$ cat src/sv/kpsh_pkg.sv
// Shared types, codes and the key character table for the keypad scanner.
package kpsh_pkg;

	localparam int ROWS = 4;
	localparam int COLS = 5;
	localparam int ROW_W = 2;
	localparam int COL_W = 3;
	localparam int CNT_W = 16;
	localparam int CODE_W = 8;
	localparam int KIND_W = 2;
	localparam int CFG_IDX_W = 8;

	localparam logic [CFG_IDX_W-1:0] CFG_DEBOUNCE = 8'd0;
	localparam logic [CFG_IDX_W-1:0] CFG_HOLD = 8'd1;

	localparam logic [CNT_W-1:0] DEBOUNCE_RST = 16'd20;
	localparam logic [CNT_W-1:0] HOLD_RST = 16'd1000;
	localparam logic [CNT_W-1:0] CNT_MAX = 16'hFFFF;

	localparam logic [COLS-1:0] ALL_COLS = 5'b11111;
	localparam logic [COLS-1:0] FIRST_COL = 5'b00001;

	localparam logic [KIND_W-1:0] EV_PRESS = 2'd0;
	localparam logic [KIND_W-1:0] EV_HOLD = 2'd1;
	localparam logic [KIND_W-1:0] EV_RELEASE = 2'd2;

	typedef enum logic [3:0] {
		PH_ANY = 4'b0001,
		PH_WAIT = 4'b0010,
		PH_COL = 4'b0100,
		PH_LAST = 4'b1000
	} phase_t;

	typedef enum logic [2:0] {
		MODE_REL = 3'b001,
		MODE_TIME = 3'b010,
		MODE_HELD = 3'b100
	} mode_t;

	typedef struct packed {
		logic [COLS-1:0] col_drive;
		logic event_valid;
		logic [CODE_W-1:0] key_code;
		logic [KIND_W-1:0] event_kind;
	} res_t;

	localparam logic [CODE_W-1:0] KEY_TABLE [ROWS][COLS] = '{
		'{"1", "2", "3", "X", "Y"},
		'{"4", "5", "6", "7", "Z"},
		'{"8", "9", "A", "B", "C"},
		'{"W", "T", "D", "E", "F"}
	};

	function automatic logic [CODE_W-1:0] key_lookup(input logic [ROW_W-1:0] row,
		input logic [COL_W-1:0] col);
		logic [CODE_W-1:0] code;
		code = '0;
		if (col < COL_W'(COLS)) begin
			code = KEY_TABLE[row][col];
		end
		return code;
	endfunction

endpackage

$ cat src/sv/kpsh_core.sv
// Scan sequencer and press/hold/release tracker: one tick per step.
module kpsh_core (
	input  logic                          clk,
	input  logic                          arst_n,
	input  logic                          step,
	input  logic [kpsh_pkg::ROWS-1:0]     rows,
	input  logic [kpsh_pkg::CNT_W-1:0]    debounce_ticks,
	input  logic [kpsh_pkg::CNT_W-1:0]    hold_ticks,
	output kpsh_pkg::res_t                res
);

	kpsh_pkg::phase_t phase_q, phase_d;
	kpsh_pkg::mode_t mode_q, mode_d;
	logic [kpsh_pkg::COL_W-1:0] col_q, col_d;
	logic [kpsh_pkg::CNT_W-1:0] deb_cnt_q, deb_cnt_d;
	logic [kpsh_pkg::CNT_W-1:0] elapsed_q, elapsed_d;
	logic [kpsh_pkg::CODE_W-1:0] held_q, held_d;

	logic any_row;
	logic [kpsh_pkg::ROW_W-1:0] low_row;
	logic [kpsh_pkg::CNT_W-1:0] deb_inc, elapsed_inc;
	logic [kpsh_pkg::COL_W-1:0] col_next;
	logic done, found;
	logic [kpsh_pkg::CODE_W-1:0] code;
	logic [kpsh_pkg::COLS-1:0] drive;
	logic ev_valid;
	logic [kpsh_pkg::CODE_W-1:0] ev_code;
	logic [kpsh_pkg::KIND_W-1:0] ev_kind;

	assign any_row = |rows;
	assign deb_inc = (deb_cnt_q == kpsh_pkg::CNT_MAX) ? deb_cnt_q : deb_cnt_q + 16'd1;
	assign elapsed_inc = (elapsed_q == kpsh_pkg::CNT_MAX) ? elapsed_q : elapsed_q + 16'd1;
	assign col_next = col_q + 3'd1;

	// priority to the lowest row
	always_comb begin
		low_row = '0;
		for (int i = kpsh_pkg::ROWS - 1; i >= 0; i--) begin
			if (rows[i]) begin
				low_row = kpsh_pkg::ROW_W'(i);
			end
		end
	end

	// scan sequencer
	always_comb begin
		phase_d = phase_q;
		col_d = col_q;
		deb_cnt_d = deb_cnt_q;
		drive = kpsh_pkg::ALL_COLS;
		done = 1'b0;
		found = 1'b0;
		code = '0;
		case (phase_q)
			kpsh_pkg::PH_WAIT: begin
				deb_cnt_d = deb_inc;
				if (deb_inc >= debounce_ticks) begin
					if (any_row) begin
						col_d = '0;
						drive = kpsh_pkg::FIRST_COL;
						phase_d = kpsh_pkg::PH_COL;
					end else begin
						done = 1'b1;
						phase_d = kpsh_pkg::PH_ANY;
					end
				end
			end
			kpsh_pkg::PH_COL: begin
				if (any_row) begin
					done = 1'b1;
					found = 1'b1;
					code = kpsh_pkg::key_lookup(low_row, col_q);
					phase_d = kpsh_pkg::PH_ANY;
				end else begin
					col_d = col_next;
					if (col_next < kpsh_pkg::COL_W'(kpsh_pkg::COLS - 1)) begin
						drive = kpsh_pkg::FIRST_COL << col_next;
					end else begin
						phase_d = kpsh_pkg::PH_LAST;
					end
				end
			end
			kpsh_pkg::PH_LAST: begin
				done = 1'b1;
				found = any_row;
				if (any_row) begin
					code = kpsh_pkg::key_lookup(low_row,
						kpsh_pkg::COL_W'(kpsh_pkg::COLS - 1));
				end
				phase_d = kpsh_pkg::PH_ANY;
			end
			default: begin
				if (any_row) begin
					deb_cnt_d = '0;
					phase_d = kpsh_pkg::PH_WAIT;
				end else begin
					done = 1'b1;
					phase_d = kpsh_pkg::PH_ANY;
				end
			end
		endcase
	end

	// key event tracking; hold timeout wins over a scan ending the same tick
	always_comb begin
		mode_d = mode_q;
		elapsed_d = elapsed_q;
		held_d = held_q;
		ev_valid = 1'b0;
		ev_code = '0;
		ev_kind = kpsh_pkg::EV_PRESS;
		case (mode_q)
			kpsh_pkg::MODE_TIME: begin
				elapsed_d = elapsed_inc;
				if (elapsed_inc >= hold_ticks) begin
					ev_valid = 1'b1;
					ev_kind = kpsh_pkg::EV_HOLD;
					ev_code = held_q;
					mode_d = kpsh_pkg::MODE_HELD;
				end else if (done && !found) begin
					ev_valid = 1'b1;
					ev_kind = kpsh_pkg::EV_PRESS;
					ev_code = held_q;
					mode_d = kpsh_pkg::MODE_REL;
				end
			end
			kpsh_pkg::MODE_HELD: begin
				if (done) begin
					ev_valid = 1'b1;
					if (found) begin
						ev_kind = kpsh_pkg::EV_HOLD;
						ev_code = code;
						held_d = code;
					end else begin
						ev_kind = kpsh_pkg::EV_RELEASE;
						ev_code = held_q;
						mode_d = kpsh_pkg::MODE_REL;
					end
				end
			end
			default: begin
				mode_d = kpsh_pkg::MODE_REL;
				if (done && found) begin
					held_d = code;
					elapsed_d = '0;
					mode_d = kpsh_pkg::MODE_TIME;
				end
			end
		endcase
	end

	assign res = {drive, ev_valid, ev_code, ev_kind};

	always_ff @(posedge clk or negedge arst_n) begin
		if (!arst_n) begin
			phase_q <= kpsh_pkg::PH_ANY;
			mode_q <= kpsh_pkg::MODE_REL;
			col_q <= '0;
			deb_cnt_q <= '0;
			elapsed_q <= '0;
			held_q <= '0;
		end else if (step) begin
			phase_q <= phase_d;
			mode_q <= mode_d;
			col_q <= col_d;
			deb_cnt_q <= deb_cnt_d;
			elapsed_q <= elapsed_d;
			held_q <= held_d;
		end
	end

endmodule

$ cat src/sv/matrix_keypad_scan_hold_unit.sv
// Keypad scanner top level: config registers, input and result registers around the core.
// Each row sample (beat) gives exactly one result beat: the column pattern to drive next
// plus an optional press, hold or release event. A beat passes an input register, then a
// result register; throughput is one beat per clock while the result side does not stall,
// since the whole scan sequencer and both tick counters update together on each step.
// The input side stalls only when both registers hold beats and the result side is
// stalled. Registers: index 0 is the debounce wait in ticks, index 1 the hold timeout in
// ticks; write them only while no beat is in flight.
module matrix_keypad_scan_hold_unit (
	input  logic                              clk,
	input  logic                              arst_n,
	input  logic                              in_valid,
	output logic                              in_stall,
	input  logic [kpsh_pkg::ROWS-1:0]         row_levels,
	output logic                              out_valid,
	input  logic                              out_stall,
	output logic [kpsh_pkg::COLS-1:0]         col_drive,
	output logic                              event_valid,
	output logic [kpsh_pkg::CODE_W-1:0]       key_code,
	output logic [kpsh_pkg::KIND_W-1:0]       event_kind,
	input  logic                              cfg_we,
	input  logic [kpsh_pkg::CFG_IDX_W-1:0]    cfg_index,
	input  logic [kpsh_pkg::CNT_W-1:0]        cfg_data
);

	logic [kpsh_pkg::CNT_W-1:0] debounce_q, hold_q;
	logic valid_s1, valid_s2;
	logic [kpsh_pkg::ROWS-1:0] rows_s1;
	kpsh_pkg::res_t res, res_s2;
	logic advance, step;

	assign advance = !valid_s2 || !out_stall;
	assign step = valid_s1 && advance;
	assign in_stall = valid_s1 && !advance;

	always_ff @(posedge clk or negedge arst_n) begin
		if (!arst_n) begin
			debounce_q <= kpsh_pkg::DEBOUNCE_RST;
			hold_q <= kpsh_pkg::HOLD_RST;
		end else if (cfg_we) begin
			if (cfg_index == kpsh_pkg::CFG_DEBOUNCE) begin
				debounce_q <= cfg_data;
			end else if (cfg_index == kpsh_pkg::CFG_HOLD) begin
				hold_q <= cfg_data;
			end
		end
	end

	always_ff @(posedge clk or negedge arst_n) begin
		if (!arst_n) begin
			valid_s1 <= 1'b0;
			valid_s2 <= 1'b0;
		end else begin
			if (!in_stall) begin
				valid_s1 <= in_valid;
			end
			if (advance) begin
				valid_s2 <= valid_s1;
			end
		end
	end

	always_ff @(posedge clk) begin
		if (in_valid && !in_stall) begin
			rows_s1 <= row_levels;
		end
		if (step) begin
			res_s2 <= res;
		end
	end

	kpsh_core u_core (
		.clk            (clk),
		.arst_n         (arst_n),
		.step           (step),
		.rows           (rows_s1),
		.debounce_ticks (debounce_q),
		.hold_ticks     (hold_q),
		.res            (res)
	);

	assign out_valid = valid_s2;
	assign col_drive = res_s2.col_drive;
	assign event_valid = res_s2.event_valid;
	assign key_code = res_s2.key_code;
	assign event_kind = res_s2.event_kind;

endmodule

$ cat config.mk
export PLATFORM = sky130hd
export DESIGN_NAME = matrix_keypad_scan_hold_unit
export DESIGN_NICKNAME = d
export VERILOG_FILES = /design/src/sv/kpsh_pkg.sv /design/src/sv/kpsh_core.sv /design/src/sv/matrix_keypad_scan_hold_unit.sv
export SDC_FILE = /design/constraint.sdc
export NUM_CORES = 1
export LEC_CHECK = 0
export BUFFER_PORTS_ARGS = -buffer_cell sky130_fd_sc_hd__buf_2
export CAP_MARGIN = 20
export CORE_ASPECT_RATIO = 0.7
export CORE_MARGIN = 8
export CORE_UTILIZATION = 65
export DETAILED_ROUTE_END_ITERATION = 10
export PLACE_DENSITY = 0.86
export SLEW_MARGIN = 10
export SYNTH_ARGS = -nofsm -noshare
export SYNTH_HDL_FRONTEND = slang
export SYNTH_SLANG_ARGS = --single-unit
$ cat constraint.sdc
create_clock -name clk -period 6.1 [get_ports clk]
set_clock_uncertainty 0.05 [all_clocks]
set_input_delay 0.305 -clock clk [delete_from_list [all_inputs] [get_ports clk]]
set_output_delay 0.305 -clock clk [all_outputs]
set_load 0.02 [all_outputs]
==> flow_metrics.tcl, run 1 <==
set metrics [dict create \
    max-slew-margin-rel_pct 32.3 \
    finalSetupViolCount 0 \
    die_h_um 97.6 \
    synth-compound-area-share_pct 17.6 \
    multiInputGateArea_mm2 0.00320 \
    yosys_register_bits 104 \
    gp_congestion 0.913 \
    cts-resized-gates 0 \
    core_mm2 0.00914 \
    worst-setup-path-type "register to register" \
    grt-ovfl-total 0 \
    synthSimpleGateAreaFrac_pct 16.0 \
    routed_wl_um 14500 \
    hold_class "primary input to register" \
    cts.htree.levels 3 \
    period_share_pct 67.5 \
    hpwlAfterDp_um 10600 \
    p_per_area_mw_per_mm2 289 \
    vdd_drop_max_uv 231 \
    pre_cts_ws_ns 2.09 \
    via_count 5071 \
    hold_violations 0 \
    finalMaxSlewViolations 0 \
    synthFlopType "dfrtp_1" \
    grt_max_degree 85 \
    critPathLaunchType "register" \
    cts_tree "yes" \
    n_antenna_cell 0 \
    stdcell_area_mm2 0.00687 \
    run_status "completed" \
    switching_share_pct 32.8 \
    layout-drive-gt1-share_pct 16.7 \
    crit_fanout 7 \
    setup_tns_ns 0 \
    p_leak_nw 3.12 \
    yosysSeqAreaShare_pct 43.9 \
    drt_iter0_markers 555 \
    crit_family "simple AND/OR/NAND/NOR gates" \
    cts_root_buf "clkbuf_16" \
    drv_cap 0 \
    p_comb_share_pct 26.0 \
    final_antenna_net_count 0 \
    p_sw_w 0.000651 \
    dr_wl_met2_um 6760 \
    grt_pass1_vias 5009 \
    ios 51 \
    top_layer "met4" \
    fin_nets 770 \
    dr.pass1.iters 5 \
    place_area_mm2 0.00651 \
    synth_warnings 0 \
    slowest_stage "dfrtp_1" \
    area_delta_synth_final_pct 11.2 \
    met3_length_um 950 \
    grt_pass1_wl_um 24300 \
    worst_ep_required_time_ns 6.31 \
    syn_avg_cell_area_um2 9.56 \
    num_rows 29 \
    layout_setup_ws_ns 1.99 \
    synth-adder-area-share_pct 9.51 \
    postSynthCellCount 647 \
    wl_met1_um 6350 \
    yosys.area_share.xor_xnor_pct 3.26 \
    start_util_pct 67.6 \
    worst_pin_slew_ns 1.00 \
    pwr-share-seq_pct 44.2 \
    dieArea_mm2 0.0129 \
    grt.total_usage_pct 22.8 \
    rsz0062_at_grt "no" \
    synth_edf_count 20 \
    clk_pin_slew_worst_paths_ns 0.07 \
    cts.sinks 104 \
    p_total_w 0.00199 \
    cts-root-to-sink-buffers 2 \
    clock_latency_ns 0.35 \
    synth.mux.area_fraction_pct 5.22 \
    path_buf_inv 0 \
    cpPeakStageDelay_ns 0.43 \
    syn-num-nets 727 \
    num-fill-cells 665 \
    wl_per_cell_um 17.6 \
    end_kind "register" \
    cts_made_buffers 9 \
    synth_top_family_by_area "compound AO/OA/AOI/OAI gates" \
    drc 0 \
    fmaxAchievable_ghz 0.243 \
    port_buffers 50 \
    antenna_found_initial 0 \
    die_width_um 133 \
    ys_types 58 \
    p_clk_share_pct 29.9 \
    synth-async-reset-ratio_pct 80.8 \
    crit_chain "ha_1 > nand4_1 > nor4_4 > and2_1 > nor2_1 > mux2i_1 > ha_1 > and4_1 > o2111ai_1 > a31o_1 > a31oi_1 > o31ai_1 > mux2_2 > o31ai_1" \
    synth_area_mm2 0.00618 \
    internal_power_w 0.00134 \
    finalCriticalPeriod_ns 4.11 \
    seq_area_mm2 0.00272 \
    viasPerCell 6.19 \
    critPathArrivalTime_ns 4.32 \
]
## synth_stat cells (3+ instances only)
master,instances,area share (%)
nand2_1,76,4.6
dfrtp_1,74,30
o21ai_0,53,4.3
nor2_1,49,3.0
ha_1,47,9.5
inv_1,45,2.7
a21oi_1,42,3.4
mux2_2,25,4.6
edfxtp_1,20,9.7
a22o_1,18,2.6
nand3_1,18,1.5
clkbuf_1,16,0.97
xnor2_1,16,2.3
nor3_1,11,0.89
o31ai_1,11,1.3
and2_1,10,1.0
dfstp_2,10,4.3
a21o_1,9,1.1
buf_2,7,0.57
nand4_1,7,0.71
xor2_1,7,0.99
nor2b_1,6,0.61
a31oi_1,5,0.51
nor4_1,5,0.51
o21a_1,5,0.61
o2bb2ai_1,5,0.71
a32o_1,3,0.49
and4_1,3,0.43
mux2i_1,3,0.49
nand2b_1,3,0.30
nor3_2,3,0.49
o22ai_1,3,0.30
## cell usage in the layout, fill, tap and decap left out, types with 4 or more instances in the layout
cell,Yosys,layout
a21o_1,9,9
a21oi_1,42,42
a22o_1,18,18
a31oi_1,5,5
and2_1,10,10
buf_2,7,49
buf_4,1,6
clkbuf_16,0,10
dfrtp_1,74,74
dfstp_2,10,10
edfxtp_1,20,20
ha_1,47,47
inv_1,45,45
mux2_2,25,25
nand2_1,76,76
nand3_1,18,18
nand4_1,7,7
nor2_1,49,49
nor2b_1,6,6
nor3_1,11,10
nor3_2,3,4
nor4_1,5,5
o21a_1,5,5
o21ai_0,53,53
o2bb2ai_1,5,5
o31ai_1,11,11
xnor2_1,16,16
xor2_1,7,7
## kinds of logic after synthesis
group,Yosys count
multiplexers,29
adder cells (fa/ha/maj),47
AO/OA/AOI/OAI,170
buffers and inverters,70
flip-flops,104
AND/OR/NAND/NOR,204
XOR/XNOR,23
## metal layers
layer,vias to the layer above,global-route usage [%]
met3,36,6.51
met1,2429,29.7
li1,2394,-
met2,212,35.3
met5,-,0
met4,0,8.26
## final timing paths
| kind | end | slack [ns] | startpoint | depth (start not counted) |
|---|---|---|---|---|
| worst min register to register | out_valid | 0.45 | valid_s1 | 1 |
| max in group asynchronous | u_core.mode_q[0] | 5.04 | arst_n | 3 |
| min in group asynchronous | u_core.deb_cnt_q[1] | 0.33 | arst_n | 2 |
| worst min-delay path | rows_s1[3] | 0.08 | row_levels[3] | 1 |
| worst max register to register | u_core.mode_q[0] | 1.99 | u_core.elapsed_q[0] | 14 |
| worst max-delay path | u_core.mode_q[0] | 1.99 | u_core.elapsed_q[0] | 14 |
## power by group through the flow
stage / clock (W) / combinational [W] / sequential (W)
after floorplan: 0 / 0.000380 / 0.000855
after global placement: 0 / 0.000467 / 0.000876
after detailed placement: 0 / 0.000497 / 0.000884
after CTS: 0.000603 / 0.000507 / 0.000874
after global routing: 0.000634 / 0.000572 / 0.000888
final: 0.000594 / 0.000516 / 0.000878
## worst reg2reg max path: stages (launching register included)
cell and delay (ns):
dfrtp_1 0.43, ha_1 0.23, nand4_1 0.24, nor4_4 0.33, and2_1 0.36, nor2_1 0.09, mux2i_1 0.36, ha_1 0.34
and4_1 0.23, o2111ai_1 0.11, a31o_1 0.14, a31oi_1 0.10, o31ai_1 0.42, mux2_2 0.39, o31ai_1 0.20
## through the flow
stage | utilization [%] | hold slack (ns) | cells
final | 75.2 | 0.0807 | 819
after global routing | 75.2 | 0.0613 | 819
after CTS | 74.6 | 0.0669 | 816
after detailed placement | 71.2 | 0.434 | 800
after global placement | 71.2 | 0.424 | 800
after floorplan | - | -0.0406 | 647
## flip-flops by register name (all words and copies together) (netlist names)
name              cells
u_core.col_q          3
col_drive             5
event_kind            2
hold_q               16
key_code              8
debounce_q           16
rows_s1               4
u_core.deb_cnt_q     16
event_valid           1
u_core.elapsed_q     16
u_core.held_q         8
valid_s1              1
u_core.phase_q        4
u_core.mode_q         3
out_valid             1
## repair_timing
item	CTS	global route
hold endpoints to repair	0	19
hold buffers	0	1
buffers inserted	0	0
## cell type report
type / count / area share (%)
Clock buffer: 12 / 3.75
Clock inverter: 4 / 0.747
Inverter: 45 / 2.46
Multi-Input combinational cell: 473 / 46.5
Sequential cell: 104 / 39.5
Tap cell: 124 / 2.26
Timing Repair Buffer: 57 / 4.77
Power figures use the tool's default switching activity.
==> inputs of run 2 (changes only) <==
ABC_AREA = 1   (was not set)
CORE_UTILIZATION = 61   (was 65)
PLACE_DENSITY = 0.81   (was 0.86)
clock period = 4 ns   (was 6.1 ns; I/O delays follow)
==> run 2 against run 1 <==
  * Synthesized cell count rose by 29%
  * Hold slack got worse by 0.056 ns
  * Utilization shrank 5.2 points
  * Power up 76%
  * Critical endpoint is now key_code[2]
  * Count of clock-buffer cells in the layout decreased by 3
  * Global-route usage down 0.67 points
  * Non-clock buffer count increased by 2
==> flow_metrics.tcl, run 2 <==
set metrics [dict create \
    viasPerCell 5.58 \
    synth_top_area_share_pct 28.2 \
    p_per_area_mw_per_mm2 479 \
    via_count 5721 \
    dieArea_mm2 0.0144 \
    n_antenna_cell 0 \
    synthFlopType "dfrtp_1" \
    synth.top_cells.by_count "192 x nand2_1, 134 x inv_1, 79 x o21ai_0, 74 x dfrtp_1, 66 x nand3_1" \
    synth-async-reset-ratio_pct 80.8 \
    crit_family "simple AND/OR/NAND/NOR gates" \
    grt_pass1_wl_um 26000 \
    crit_fanout 8 \
    cts-root-to-sink-buffers 2 \
    finalHoldWorstSlack_ns 0.0252 \
    layout_commonest_cell "nand2_1" \
    gp_congestion 0.890 \
    syn_avg_cell_area_um2 7.88 \
    drv_cap 0 \
    critPathArrivalTime_ns 3.70 \
    num_rows 31 \
    die_h_um 103 \
    worst_pin_slew_ns 1.00 \
    synth_area_mm2 0.00657 \
    worst-setup-path-type "register to register" \
    start_util_pct 63.0 \
    worst_ep_required_time_ns 4.06 \
    path_common_cell "nand2_1" \
    ios 51 \
    port_buffers 50 \
    yosysSeqAreaShare_pct 41.3 \
    finalMaxSlewViolations 0 \
    period_share_pct 90.8 \
    hold_violations 0 \
    finalSetupViolCount 0 \
    clk_pin_slew_worst_paths_ns 0.07 \
    vdd_drop_max_uv 260 \
    final_antenna_net_count 0 \
    routed_wl_um 15200 \
    core_mm2 0.0104 \
    max-slew-margin-rel_pct 33.0 \
    fmaxAchievable_ghz 0.275 \
    fin_nets 968 \
    seq_area_mm2 0.00272 \
    yosys_register_bits 104 \
    syn-num-nets 914 \
    synthTopCellsByArea "dfrtp_1 28%, nand2_1 11%, edfxtp_1 9.1%, ha_1 8.9%, inv_1 7.7%" \
    multiInputGateArea_mm2 0.00322 \
    grt_max_degree 85 \
    yosysTopAreaCell "dfrtp_1" \
    wl_per_cell_um 14.9 \
    antenna_found_initial 0 \
    slowest_stage "dfrtp_1" \
    end_kind "register" \
    run_status "completed" \
    num-fill-cells 836 \
    drt_iter0_markers 392 \
    grt.total_usage_pct 22.1 \
    crit_chain "ha_1 > nand3_2 > nor2_4 > nand2_2 > nor2_4 > nand2_2 > nor2_4 > inv_2 > nand3_1 > xor2_1 > inv_1 > ha_1 > nand2_1 > o21bai_1 > a21oi_1 > nor2_1 > nand2_1 > nand2_1 > nand2_2 > nand2_1 > inv_1 > nand3_1 > nand2_1" \
    critPathLaunchType "register" \
    cts.htree.levels 3 \
    clock_latency_ns 0.35 \
    synth_warnings 0 \
    final_cell_mix "191 x nand2_1, 134 x inv_1, 79 x o21ai_0, 74 x dfrtp_1, 66 x nand3_1" \
    area_delta_synth_final_pct 11.0 \
    drc 0 \
    grt_pass1_vias 5692 \
    rsz0062_at_grt "no" \
    dr.pass1.iters 5 \
    cts.sinks 104 \
    p_leak_nw 3.58 \
    die_width_um 140 \
    cts_setup_buffers 0 \
    ys_types 46 \
    p_total_w 0.00349 \
    cts_tree "yes" \
    hold_class "primary input to register" \
    postSynthCellCount 834 \
    path_buf_inv 3 \
    setup_tns_ns 0 \
    synth_edf_count 20 \
    cts_made_buffers 9 \
    cts_root_buf "clkbuf_16" \
    grt-ovfl-total 0 \
    hpwlAfterDp_um 11300 \
    yosys.cell_count.top_type "nand2_1" \
    cpPeakStageDelay_ns 0.46 \
    layout-drive-gt1-share_pct 14.7 \
    finalCriticalPeriod_ns 3.63 \
]
[run 2: path summary, 6_finish.rpt]
path                                      end                 from  cells past startpoint  slack [ns]
worst max-delay path              key_code[2]  u_core.deb_cnt_q[0]                     23        0.37
worst min-delay path                 valid_s1             in_valid                      3        0.03
worst max register to register    key_code[2]  u_core.deb_cnt_q[0]                     23        0.37
worst min register to register  debounce_q[8]        debounce_q[8]                      2        0.44
max in group asynchronous           hold_q[5]               arst_n                      3        2.90
min in group asynchronous            valid_s1               arst_n                      2        0.32
[run 2: logic make-up (layout without fill, tap and decap cells)]
group | Yosys count | in the layout | synth area share (%)
AO/OA/AOI/OAI | 142 | 142 | 12.0
XOR/XNOR | 15 | 15 | 2.11
AND/OR/NAND/NOR | 364 | 364 | 25.9
adder cells (fa/ha/maj) | 47 | 47 | 8.95
flip-flops | 104 | 104 | 41.3
buffers and inverters | 162 | 221 | 9.76
[run 2: stage by stage]
| stage | cell area, um2 | worst slack (ns) | cells | utilization [%] |
|---|---|---|---|---|
| floorplan | 6570 | 0.962 | 834 | - |
| global placement | 6930 | 0.587 | 1003 | 66.4 |
| detailed placement | 6930 | 0.382 | 1003 | 66.4 |
| CTS | 7260 | 0.375 | 1023 | 69.6 |
| global route | 7300 | 0.0300 | 1025 | 69.9 |
| finish | 7300 | 0.369 | 1025 | 69.9 |
[run 2: worst register-to-register path, cell delays in order, from the launching register on]
cell      delay (ns)
dfrtp_1         0.46
ha_1            0.24
nand3_2         0.13
nor2_4          0.18
nand2_2         0.10
nor2_4          0.12
nand2_2         0.09
nor2_4          0.20
inv_2           0.10
nand3_1         0.10
xor2_1          0.19
inv_1           0.06
ha_1            0.28
nand2_1         0.08
o21bai_1        0.10
a21oi_1         0.07
nor2_1          0.19
nand2_1         0.09
nand2_1         0.08
nand2_2         0.09
nand2_1         0.10
inv_1           0.14
nand3_1         0.11
nand2_1         0.06
[run 2: cell type report]
cell class              instances  area share (%)
inverters                     146            7.56
clock inverters                 7           0.857
clock buffers                   9            3.09
well taps                     132            2.26
flip-flops and latches        104            37.2
multi-input cells             568            44.2
repair buffers                 59            4.84
[run 2: routing by layer]
layer / track usage [%] / vias up / routed length [um]
met1: 27.9 / 2701 / 6850
met4: 7.06 / 0 / 213
met5: 0 / - / 0
li1: - / 2823 / -
met2: 38.1 / 178 / 7330
met3: 4.26 / 19 / 830
[run 2: timing repair]
item,in CTS,in global routing
hold buffers,4,1
endpoints found under the setup margin,0,2
gates resized for setup,0,1
hold endpoints to repair,4,32
[run 2: where the power goes]
group | internal [W] | switching [W]
Sequential | 0.00125 | 0.000132
Combinational | 0.000406 | 0.000833
Clock | 0.000479 | 0.000393
